**src/rtl/rc_pkg.sv**
```systemverilog
// Package for the rank compression block: sizes, widths and the compare control struct.
// No dependencies; used by rc_store, rc_rank and rank_compression.
package rc_pkg;

    localparam int MAX_ITEMS = 64;
    localparam int ADDR_W    = $clog2(MAX_ITEMS);
    localparam int CNT_W     = $clog2(MAX_ITEMS + 1);
    localparam int VALUE_W   = 32;
    localparam int RANK_W    = 6;
    localparam int OUT_TDATA_W = 8;

    typedef struct packed {
        logic clear;
        logic enable;
    } cmp_ctrl_t;

endpackage

```
**src/rtl/rank_compression.sv**
```systemverilog
// Rank compression top level: load sequencer, rank sweep and output register.
// Depends on rc_pkg, rc_store, rc_rank.
//
//  channel   dir  beat content
//  s_axis    in   tdata[31:0] value (signed), tlast = last
//  m_axis    out  tdata[5:0] rank, tlast = final_res, tuser = overflow
//
// Loading takes one beat per cycle. After the last beat each rank is found in steps
// (n = values held): a read of the key, a latch of the key while the first entry is read,
// a compare of each of the n values through the single read port, and a post of the result.
// Reset clears the fill count, overflow flag and sequencer; the store is not cleared.
// A stalled output holds the sweep in the post state; loading resumes after the final rank.
module rank_compression (
    input  logic        clk,
    input  logic        rst_n,
    input  logic        s_axis_tvalid,
    output logic        s_axis_tready,
    input  logic [31:0] s_axis_tdata,   // [31:0] value
    input  logic        s_axis_tlast,
    output logic        m_axis_tvalid,
    input  logic        m_axis_tready,
    output logic [7:0]  m_axis_tdata,   // [5:0] rank, [7:6] zero
    output logic        m_axis_tlast,
    output logic        m_axis_tuser    // [0] overflow
);

    typedef enum logic [4:0] {
        S_LOAD  = 5'b00001,
        S_KEY   = 5'b00010,
        S_LATCH = 5'b00100,
        S_SWEEP = 5'b01000,
        S_POST  = 5'b10000
    } state_t;

    state_t state_reg, state_next;

    logic [rc_pkg::CNT_W-1:0]  count_reg, count_next;
    logic                      drop_reg, drop_next;
    logic [rc_pkg::ADDR_W-1:0] i_reg, i_next;
    logic [rc_pkg::CNT_W-1:0]  j_reg, j_next;
    logic signed [rc_pkg::VALUE_W-1:0] key_reg;

    logic                      m_valid_reg, m_valid_next;
    logic [rc_pkg::RANK_W-1:0] m_rank_reg;
    logic                      m_final_reg;
    logic                      m_ovf_reg;

    logic                      in_beat;
    logic                      room;
    logic                      slot_free;
    logic                      is_final;
    logic                      post_load;

    logic                      wr_en;
    logic                      rd_en;
    logic [rc_pkg::ADDR_W-1:0] rd_addr;
    logic signed [rc_pkg::VALUE_W-1:0] rd_data;

    rc_pkg::cmp_ctrl_t         cmp_ctrl;
    logic [rc_pkg::CNT_W-1:0]  rank_count;

    assign s_axis_tready = (state_reg == S_LOAD);
    assign in_beat   = s_axis_tvalid && s_axis_tready;
    assign room      = (count_reg < rc_pkg::CNT_W'(rc_pkg::MAX_ITEMS));
    assign wr_en     = in_beat && room;
    assign slot_free = !m_valid_reg || m_axis_tready;
    assign is_final  = ((rc_pkg::CNT_W'(i_reg) + rc_pkg::CNT_W'(1)) == count_reg);
    assign post_load = (state_reg == S_POST) && slot_free;

    rc_store u_store (
        .clk     (clk),
        .wr_en   (wr_en),
        .wr_addr (count_reg[rc_pkg::ADDR_W-1:0]),
        .wr_data (s_axis_tdata),
        .rd_en   (rd_en),
        .rd_addr (rd_addr),
        .rd_data (rd_data)
    );

    rc_rank u_rank (
        .clk   (clk),
        .rst_n (rst_n),
        .ctrl  (cmp_ctrl),
        .key   (key_reg),
        .data  (rd_data),
        .count (rank_count)
    );

    always_comb
    begin
        state_next   = state_reg;
        count_next   = count_reg;
        drop_next    = drop_reg;
        i_next       = i_reg;
        j_next       = j_reg;
        rd_en        = 1'b0;
        rd_addr      = i_reg;
        cmp_ctrl     = '0;
        m_valid_next = m_valid_reg && !m_axis_tready;

        unique case (state_reg)
            S_LOAD:
            begin
                if (in_beat)
                begin
                    if (room)
                    begin
                        count_next = count_reg + rc_pkg::CNT_W'(1);
                    end
                    else
                    begin
                        drop_next = 1'b1;
                    end
                    if (s_axis_tlast)
                    begin
                        i_next     = '0;
                        state_next = S_KEY;
                    end
                end
            end
            S_KEY:
            begin
                rd_en      = 1'b1;
                rd_addr    = i_reg;
                state_next = S_LATCH;
            end
            S_LATCH:
            begin
                rd_en          = 1'b1;
                rd_addr        = '0;
                j_next         = rc_pkg::CNT_W'(1);
                cmp_ctrl.clear = 1'b1;
                state_next     = S_SWEEP;
            end
            S_SWEEP:
            begin
                cmp_ctrl.enable = 1'b1;
                if (j_reg == count_reg)
                begin
                    state_next = S_POST;
                end
                else
                begin
                    rd_en   = 1'b1;
                    rd_addr = j_reg[rc_pkg::ADDR_W-1:0];
                    j_next  = j_reg + rc_pkg::CNT_W'(1);
                end
            end
            S_POST:
            begin
                if (slot_free)
                begin
                    m_valid_next = 1'b1;
                    if (is_final)
                    begin
                        count_next = '0;
                        drop_next  = 1'b0;
                        state_next = S_LOAD;
                    end
                    else
                    begin
                        i_next     = i_reg + rc_pkg::ADDR_W'(1);
                        state_next = S_KEY;
                    end
                end
            end
            default:
            begin
                state_next = S_LOAD;
            end
        endcase
    end

    always_ff @(posedge clk or negedge rst_n)
    begin
        if (!rst_n)
        begin
            state_reg   <= S_LOAD;
            count_reg   <= '0;
            drop_reg    <= 1'b0;
            i_reg       <= '0;
            j_reg       <= '0;
            m_valid_reg <= 1'b0;
        end
        else
        begin
            state_reg   <= state_next;
            count_reg   <= count_next;
            drop_reg    <= drop_next;
            i_reg       <= i_next;
            j_reg       <= j_next;
            m_valid_reg <= m_valid_next;
        end
    end

    always_ff @(posedge clk)
    begin
        if (state_reg == S_LATCH)
        begin
            key_reg <= rd_data;
        end
        if (post_load)
        begin
            m_rank_reg  <= rank_count[rc_pkg::RANK_W-1:0];
            m_final_reg <= is_final;
            m_ovf_reg   <= drop_reg;
        end
    end

    assign m_axis_tvalid = m_valid_reg;
    assign m_axis_tdata  = rc_pkg::OUT_TDATA_W'(m_rank_reg);
    assign m_axis_tlast  = m_final_reg;
    assign m_axis_tuser  = m_ovf_reg;

    a_count_cap: assert property (@(posedge clk) disable iff (!rst_n)
        count_reg <= rc_pkg::CNT_W'(rc_pkg::MAX_ITEMS))
        else $error("fill count beyond capacity");

    a_set_nonempty: assert property (@(posedge clk) disable iff (!rst_n)
        (state_reg != S_LOAD) |-> (count_reg != '0 && rc_pkg::CNT_W'(i_reg) < count_reg))
        else $error("ranking with empty set or position past fill count");

    a_sweep_bound: assert property (@(posedge clk) disable iff (!rst_n)
        (state_reg == S_SWEEP) |-> (j_reg <= count_reg && j_reg != '0))
        else $error("sweep index out of range");

    a_final_clears: assert property (@(posedge clk) disable iff (!rst_n)
        (post_load && is_final) |=> (state_reg == S_LOAD && count_reg == '0 && !drop_reg))
        else $error("set not cleared after final rank");

    a_post_slot: assert property (@(posedge clk) disable iff (!rst_n)
        post_load |=> m_axis_tvalid)
        else $error("posted rank not presented");

endmodule

```
**src/rtl/rc_store.sv**
```systemverilog
// Value store: MAX_ITEMS x 32-bit synchronous memory, one write and one read port.
// Read data is registered. Depends on rc_pkg.
module rc_store (
    input  logic                              clk,
    input  logic                              wr_en,
    input  logic [rc_pkg::ADDR_W-1:0]         wr_addr,
    input  logic signed [rc_pkg::VALUE_W-1:0] wr_data,
    input  logic                              rd_en,
    input  logic [rc_pkg::ADDR_W-1:0]         rd_addr,
    output logic signed [rc_pkg::VALUE_W-1:0] rd_data
);

    logic signed [rc_pkg::VALUE_W-1:0] mem [rc_pkg::MAX_ITEMS];

    always_ff @(posedge clk)
    begin
        if (wr_en)
        begin
            mem[wr_addr] <= wr_data;
        end
    end

    always_ff @(posedge clk)
    begin
        if (rd_en)
        begin
            rd_data <= mem[rd_addr];
        end
    end

endmodule

```
**src/rtl/rc_rank.sv**
```systemverilog
// Rank accumulator: counts stored values strictly below the current key, one per cycle.
// Depends on rc_pkg.
module rc_rank (
    input  logic                              clk,
    input  logic                              rst_n,
    input  rc_pkg::cmp_ctrl_t                 ctrl,
    input  logic signed [rc_pkg::VALUE_W-1:0] key,
    input  logic signed [rc_pkg::VALUE_W-1:0] data,
    output logic [rc_pkg::CNT_W-1:0]          count
);

    logic [rc_pkg::CNT_W-1:0] count_reg;
    logic [rc_pkg::CNT_W-1:0] count_next;

    always_comb
    begin
        count_next = count_reg;
        if (ctrl.clear)
        begin
            count_next = '0;
        end
        else if (ctrl.enable && (data < key))
        begin
            count_next = count_reg + rc_pkg::CNT_W'(1);
        end
    end

    always_ff @(posedge clk or negedge rst_n)
    begin
        if (!rst_n)
        begin
            count_reg <= '0;
        end
        else
        begin
            count_reg <= count_next;
        end
    end

    assign count = count_reg;

endmodule

```
**config.mk**
```make
export PLATFORM = sky130hd
export DESIGN_NAME = rank_compression
export DESIGN_NICKNAME = d
export VERILOG_FILES = /design/src/rtl/rc_pkg.sv /design/src/rtl/rank_compression.sv /design/src/rtl/rc_store.sv /design/src/rtl/rc_rank.sv
export SDC_FILE = /design/constraint.sdc
export NUM_CORES = 2
export LEC_CHECK = 0
export BUFFER_PORTS_ARGS = -buffer_cell sky130_fd_sc_hd__buf_4
export CORE_AREA = 3 3 361 399
export CTS_CLUSTER_DIAMETER = 50
export DETAILED_ROUTE_END_ITERATION = 8
export DIE_AREA = 0 0 364 402
export PLACE_DENSITY_LB_ADDON = 0.1
export SETUP_SLACK_MARGIN = 0.02
export SYNTH_ARGS = -nofsm -noshare
export SYNTH_HDL_FRONTEND = slang
export SYNTH_SLANG_ARGS = --single-unit
```
**constraint.sdc**
```tcl
create_clock -name clk -period 10.6 [get_ports clk]
set_input_delay 2.12 -clock clk [delete_from_list [all_inputs] [get_ports clk]]
set_output_delay 2.12 -clock clk [all_outputs]
set_load 0.05 [all_outputs]
```
; After elaboration in Yosys (flattened, before gate mapping)
; Memory sizes are Yosys's and may differ from the RTL's. A register that Yosys moved wholly into a read port is not among the register bits.
; Index checks and enable logic that the tools add are counted.
[word_totals]
reg_bits = 74
latchBits = 0
mem_bits_rw = 2048
mem_bits_ro = 0
input_bits = 37
elab_cells = 87
mem_count = 1
[classes]
add_sub_neg = 5
n_mul = 0
div_mod_pow = 0
n_lt_le_gt_ge = 2
eq_ne = 16
shift = 0
mux = 35
n_bitwise = 0
reduce_logical = 17
[memory_table]
columns = memory, words, width, rd, rd_ports_with_merged_regs, wr, line
row1 = u_store.mem, 64, 32, 1, 1, 1, rc_store.sv:13  ; logic signed [rc_pkg::VALUE_W-1:0] mem [rc_pkg::MAX_ITEMS];
[ops]
columns = op, n
row1 = $mux W7, 7
row2 = $lt A32 B32 Y1, 1
row3 = $mux W6, 5
row4 = $pmux W7 S2, 2
row5 = $pmux W5 S5, 1
row6 = $pmux W6 S2, 2
row7 = $add A7 B1 Y7 const B, 3
row8 = $mux W5, 4
row9 = $reduce_and A5 Y1, 3
row10 = $eq A7 B7 Y1, 2
row11 = $ne A2 B2 Y1 const B, 6
row12 = $mux W1, 11
row13 = $add A6 B1 Y7 const B, 1
row14 = $lt A7 B7 Y1 const B, 1
row15 = $add A6 B1 Y6 const B, 1
row16 = $ne A2 B1 Y1 const B, 3
row17 = $reduce_bool A2 Y1, 3
row18 = $eq A5 B1 Y1 const B, 1
row19 = $eq A5 B2 Y1 const B, 1
row20 = $eq A5 B3 Y1 const B, 1
row21 = $eq A5 B4 Y1 const B, 1
row22 = $eq A5 B5 Y1 const B, 1
row23 = $logic_and A1 B1 Y1, 5
row24 = $pmux W1 S2, 2
row25 = other kinds (6), 7

; Logic depth before layout (Yosys ltp)
[depth]
word_depth = 5
ltp_mapped = 14

; Modules after synthesis
; From an unflattened synthesis, not the netlist that was laid out.
[hier_totals]
cells_unflattened = 3735
hier_area_um2 = 83141.0
[modules_own_cells]
columns = mod, n_inst, cells_per_inst, area_each_um2, seq_area_each_um2
row1 = rc_store, 1, 3324, 78835.6, 62459.9
row2 = rank_compression, 1, 248, 2997.9, 1878.1
row3 = rc_rank, 1, 163, 1307.5, 175.2

; Least setup slack after synthesis
; OpenSTA, ideal clock, no wires.
[synth_path]
kind = input to register
start = input s_axis_tvalid
end = memory u_store.mem[24][0] in the netlist's numbering, enable pin
arrival_ns = 4.195
required_time_ns = 10.179
slack_ns = 5.984
cell_stages = 4
n_path_buf = 0
cell_sequence = nand3_1 nor2_1 nand3_1 nor2_1
[synth_via]
elab_chain_cells = 4
[synth_rtl]
columns = item, line
row1 = start: declaration, rank_compression.sv:16  ; input logic s_axis_tvalid,
row2 = $logic_and A1 B1 Y1, rank_compression.sv:63  ; assign in_beat = s_axis_tvalid && s_axis_tready;
row3 = $logic_and A1 B1 Y1, rank_compression.sv:65  ; assign wr_en = in_beat && room;
row4 = $mux W1, rc_store.sv:17  ; if (wr_en)
row5 = $mux W1 (not written as such), rc_store.sv:19  ; mem[wr_addr] <= wr_data;
row6 = end: declaration, rc_store.sv:13
; Every way passes these cells.

; Worst setup path after layout
[layout_path]
start = register count_reg[2] in the netlist's numbering
end = register u_store.rd_data[11] in the netlist's numbering (read register of u_store.mem) (data pin)
[layout_via]
elab_chain_cells = 3
[layout_rtl]
columns = item, line
row1 = start: declaration, rank_compression.sv:37  ; logic [rc_pkg::CNT_W-1:0] count_reg, count_next;
row2 = start signal: assignment, rank_compression.sv:188  ; count_reg <= count_next;
row3 = $eq A7 B7 Y1 (*), rank_compression.sv:138  ; if (j_reg == count_reg)
row4 = $mux W6 or $mux W1 (tied branches), rank_compression.sv:138
row5 = $pmux W6 S2 or $pmux W1 S2 (tied branches), rank_compression.sv:101  ; unique case (state_reg)
row6 = end: declaration, rc_store.sv:10  ; output logic signed [rc_pkg::VALUE_W-1:0] rd_data
; Every way passes the cells marked *; elsewhere a longest branch is shown, timed or not.
; A chain may end at the register's enable or synchronous reset.

==> results.py <==
metrics = {
    "clock_tree": {
        "ctsHoldBuffers": 0,
        "clkSinkCount": 2153,
        "post_cts_resized": 0,
        "cts_tree": "done",
        "cts.path.max_buffers": 3,
        "cts_buffers": 206,
        "postCtsSetupBuffers": 0,
        "h-tree-depth": 4,
        "root_buffer": "clkbuf_16",
        "path_clk_slew_ns": 0.06,
        "insertion_delay_ns": 0.83,
    },
    "detailed_routing": {
        "ant_nets": 0,
        "wl_per_cell_um": 30.4,
        "wl_um": 223000,
        "firstDrtPassIters": 8,
        "viasPerCell": 6.61,
        "post-route-drc-count": 0,
        "drtIter0Drc": 6249,
        "via_count": 48500,
    },
    "timing": {
        "finalMaxSlewViolations": 0,
        "rsz0062_at_grt": "false",
        "tightest_slew_ns": 1.37,
        "fmax_mhz": 189,
        "fin_crit_ns": 5.30,
        "fin_setup_tns_ns": 0,
        "skew_ns": 0.0252,
        "setup_viol": 0,
        "slew_headroom": 0.0753,
        "hold_viol": 0,
        "fin_crit_sh": 0.500,
    },
    "run": {
        "cap_viol_max_count": 0,
    },
    "pwr": {
        "peakVddDrop_mv": 0.192,
        "p_per_area_mw_per_mm2": 205,
        "leakage_nw": 32.3,
    },
    "logic_synthesis": {
        "synthTopCellsByArea": "edfxtp_1 (76%), mux2i_1 (6.2%), a22oi_1 (3.4%)",
        "synth-xor-area-share": 0.00264,
        "synth_area_per_cell_um2": 15.8,
        "ys_seq_elements": 2153,
        "ys_async_sr_fraction": 0.0153,
        "synth_simple_gate_area_frac": 0.0423,
        "synthCells": 5310,
        "synth_area_mm2": 0.0839,
        "synth_warnings": 0,
        "synth.top_cell.area_share": 0.758,
        "synth_top_family_by_area": "compound AO/OA/AOI/OAI gates",
        "synth_edf_count": 2120,
        "yosysTopAreaCell": "edfxtp_1",
        "synth_adder_area_share": 0.00522,
        "synth-compound-area-share": 0.0984,
        "synthMuxAreaShare": 0.0621,
        "ys.flop_type": "edfxtp_1",
        "seq_area_frac_synth": 0.768,
        "synth_cell_type_count": 66,
    },
    "die": {
        "core_area_mm2": 0.140,
        "io_pins": 49,
        "fp.dieArea_mm2": 0.146,
        "die_x_um": 364,
        "start_util": 0.600,
        "die_h_um": 402,
        "std_cell_rows": 144,
    },
    "finish": {
        "area_growth_pct": 10.6,
        "fillers": 9498,
        "largest_register_ffs": 2048,
        "nets": 5403,
        "drive_above_1_share": 0.0929,
        "final_cells": 7330,
    },
    "status": {
        "status": "completed",
    },
    "min_path": {
        "worstHoldPathType": "reg2reg",
    },
    "global_routing": {
        "antenna_found_initial": 7,
        "grt_pass1_wl_um": 319000,
        "overflow": 0,
        "grt_pass1_vias": 45900,
        "grt_max_degree": 213,
        "grt_use_total": 0.304,
    },
    "worst_setup_path": {
        "startpoint_type": "register",
        "critPathMaxFanout": 155,
        "path_cells": "xnor2_2, nand4_2, o21a_1, o21ai_4, buf_12, buf_4, buf_4, a21oi_1, a22oi_1, a22oi_1, nand4_1, or2_1",
        "path_class": "reg2reg",
        "critPathArrivalTime_ns": 5.99,
        "cp-end-kind": "register",
        "slowest_delay_ns": 0.74,
        "crit_slowest_cell": "buf_4",
        "required_ns": 11.30,
    },
    "placement": {
        "dp.cells": 6948,
        "dp_hpwl_um": 116000,
        "finalWeightedCongestion": 0.831,
        "portBuffers": 46,
    },
}
## synth_stat cells, types with 12 or more instances
master and n:
o21ai_1 130, xnor2_1 12, nand2_1 555, or2_1 34
ha_1 35, dfrtp_1 32, buf_2 95, a22oi_1 384
edfxtp_1 2120, nand3_1 16, o21ai_0 24, nand4_1 72
nor2_1 101, mux2i_1 518, buf_4 12, inv_1 43
clkbuf_1 180, o22ai_1 257, a21oi_1 529, buf_1 34
buf_6 21
## power by group
part	switching [mW]	total (mW)	internal [mW]
sequential	0.0890	9.62	9.54
clock	3.07	6.89	3.83
combinational	1.73	2.50	0.773
## worst max-delay path, delay by kind of cell, from the launching register on
family / cells / cell delay (ns)
buffers and inverters: 3 / 2.01
flip-flops: 1 / 0.62
XOR/XNOR: 1 / 0.17
AO/OA/AOI/OAI: 5 / 1.64
AND/OR/NAND/NOR: 3 / 0.60
## layer usage
metal  GRT usage  vias up  share of wire
li1            -    20800              -
met1       0.432    24500           0.39
met2       0.463     2631           0.46
met3      0.0707      485           0.10
met4       0.119        4          0.041
met5     0.00133        -        0.00012
## cell families (layout without fill, tap and decap cells)
| family | count (synthesis) | count (layout) |
|---|---|---|
| adders and majority gates | 35 | 35 |
| xor gates and xnor gates | 21 | 21 |
| AOI/OAI and AO/OA | 1366 | 1366 |
| other | 1 | 4 |
| buffers and inverters | 385 | 577 |
| and+or+nand+nor | 829 | 829 |
| muxes | 520 | 520 |
| DFF | 2153 | 2153 |
## path summary, 6_finish.rpt
kind,start,to,slack [ns],cells past startpoint
min in group asynchronous,rst_n,u_rank.count[5],1.26,1
min,u_store.rd_data[0],key_reg[0],0.45,0
max,count_reg[2],u_store.rd_data[11],5.30,12
max reg2reg,count_reg[2],u_store.rd_data[11],5.30,12
min reg2reg,u_store.rd_data[0],key_reg[0],0.45,0
max in group asynchronous,rst_n,state_reg[0],8.99,1
## final cells by class
class	count	area [um^2]	area share
clock buffers	273	5450	0.0587
inverters	43	161	0.00174
clock inverters	107	803	0.00865
flip-flops and latches	2153	64500	0.695
well taps	1825	2280	0.0246
multi-input cells	2773	18300	0.198
diodes	2	5.00	0.0000539
repair buffers	154	1290	0.0139
## metrics by stage
| stage | utilization | power (mW) | setup slack [ns] | cell area [um^2] | hold slack, ns |
|---|---|---|---|---|---|
| after floorplan | - | 11.4 | 5.98 | 83900 | 0.417 |
| after global placement | 0.618 | 12.2 | 5.16 | 86600 | 0.433 |
| after detailed placement | 0.618 | 12.3 | 5.07 | 86600 | 0.433 |
| after CTS | 0.663 | 19.1 | 5.32 | 92800 | 0.449 |
| after global routing | 0.663 | 19.6 | 5.01 | 92800 | 0.463 |
| final | 0.663 | 19.0 | 5.30 | 92800 | 0.450 |
## placed cells by master (no fill, tap or decap), types with 16 or more instances in the layout
cell,Yosys,layout
o22ai_1,257,257
buf_4,12,143
clkinv_2,0,22
a21oi_1,529,529
mux2i_1,518,517
clkbuf_16,0,208
nand3_1,16,16
nand2_1,555,553
clkinv_1,0,57
a22oi_1,384,384
or2_1,34,32
edfxtp_1,2120,2120
clkbuf_1,180,65
nand4_1,72,72
nor2_1,101,29
inv_1,43,42
o21ai_1,130,130
dfrtp_1,32,32
o21ai_0,24,23
nor2_4,0,70
ha_1,35,35
Power figures use the tool's default switching activity.
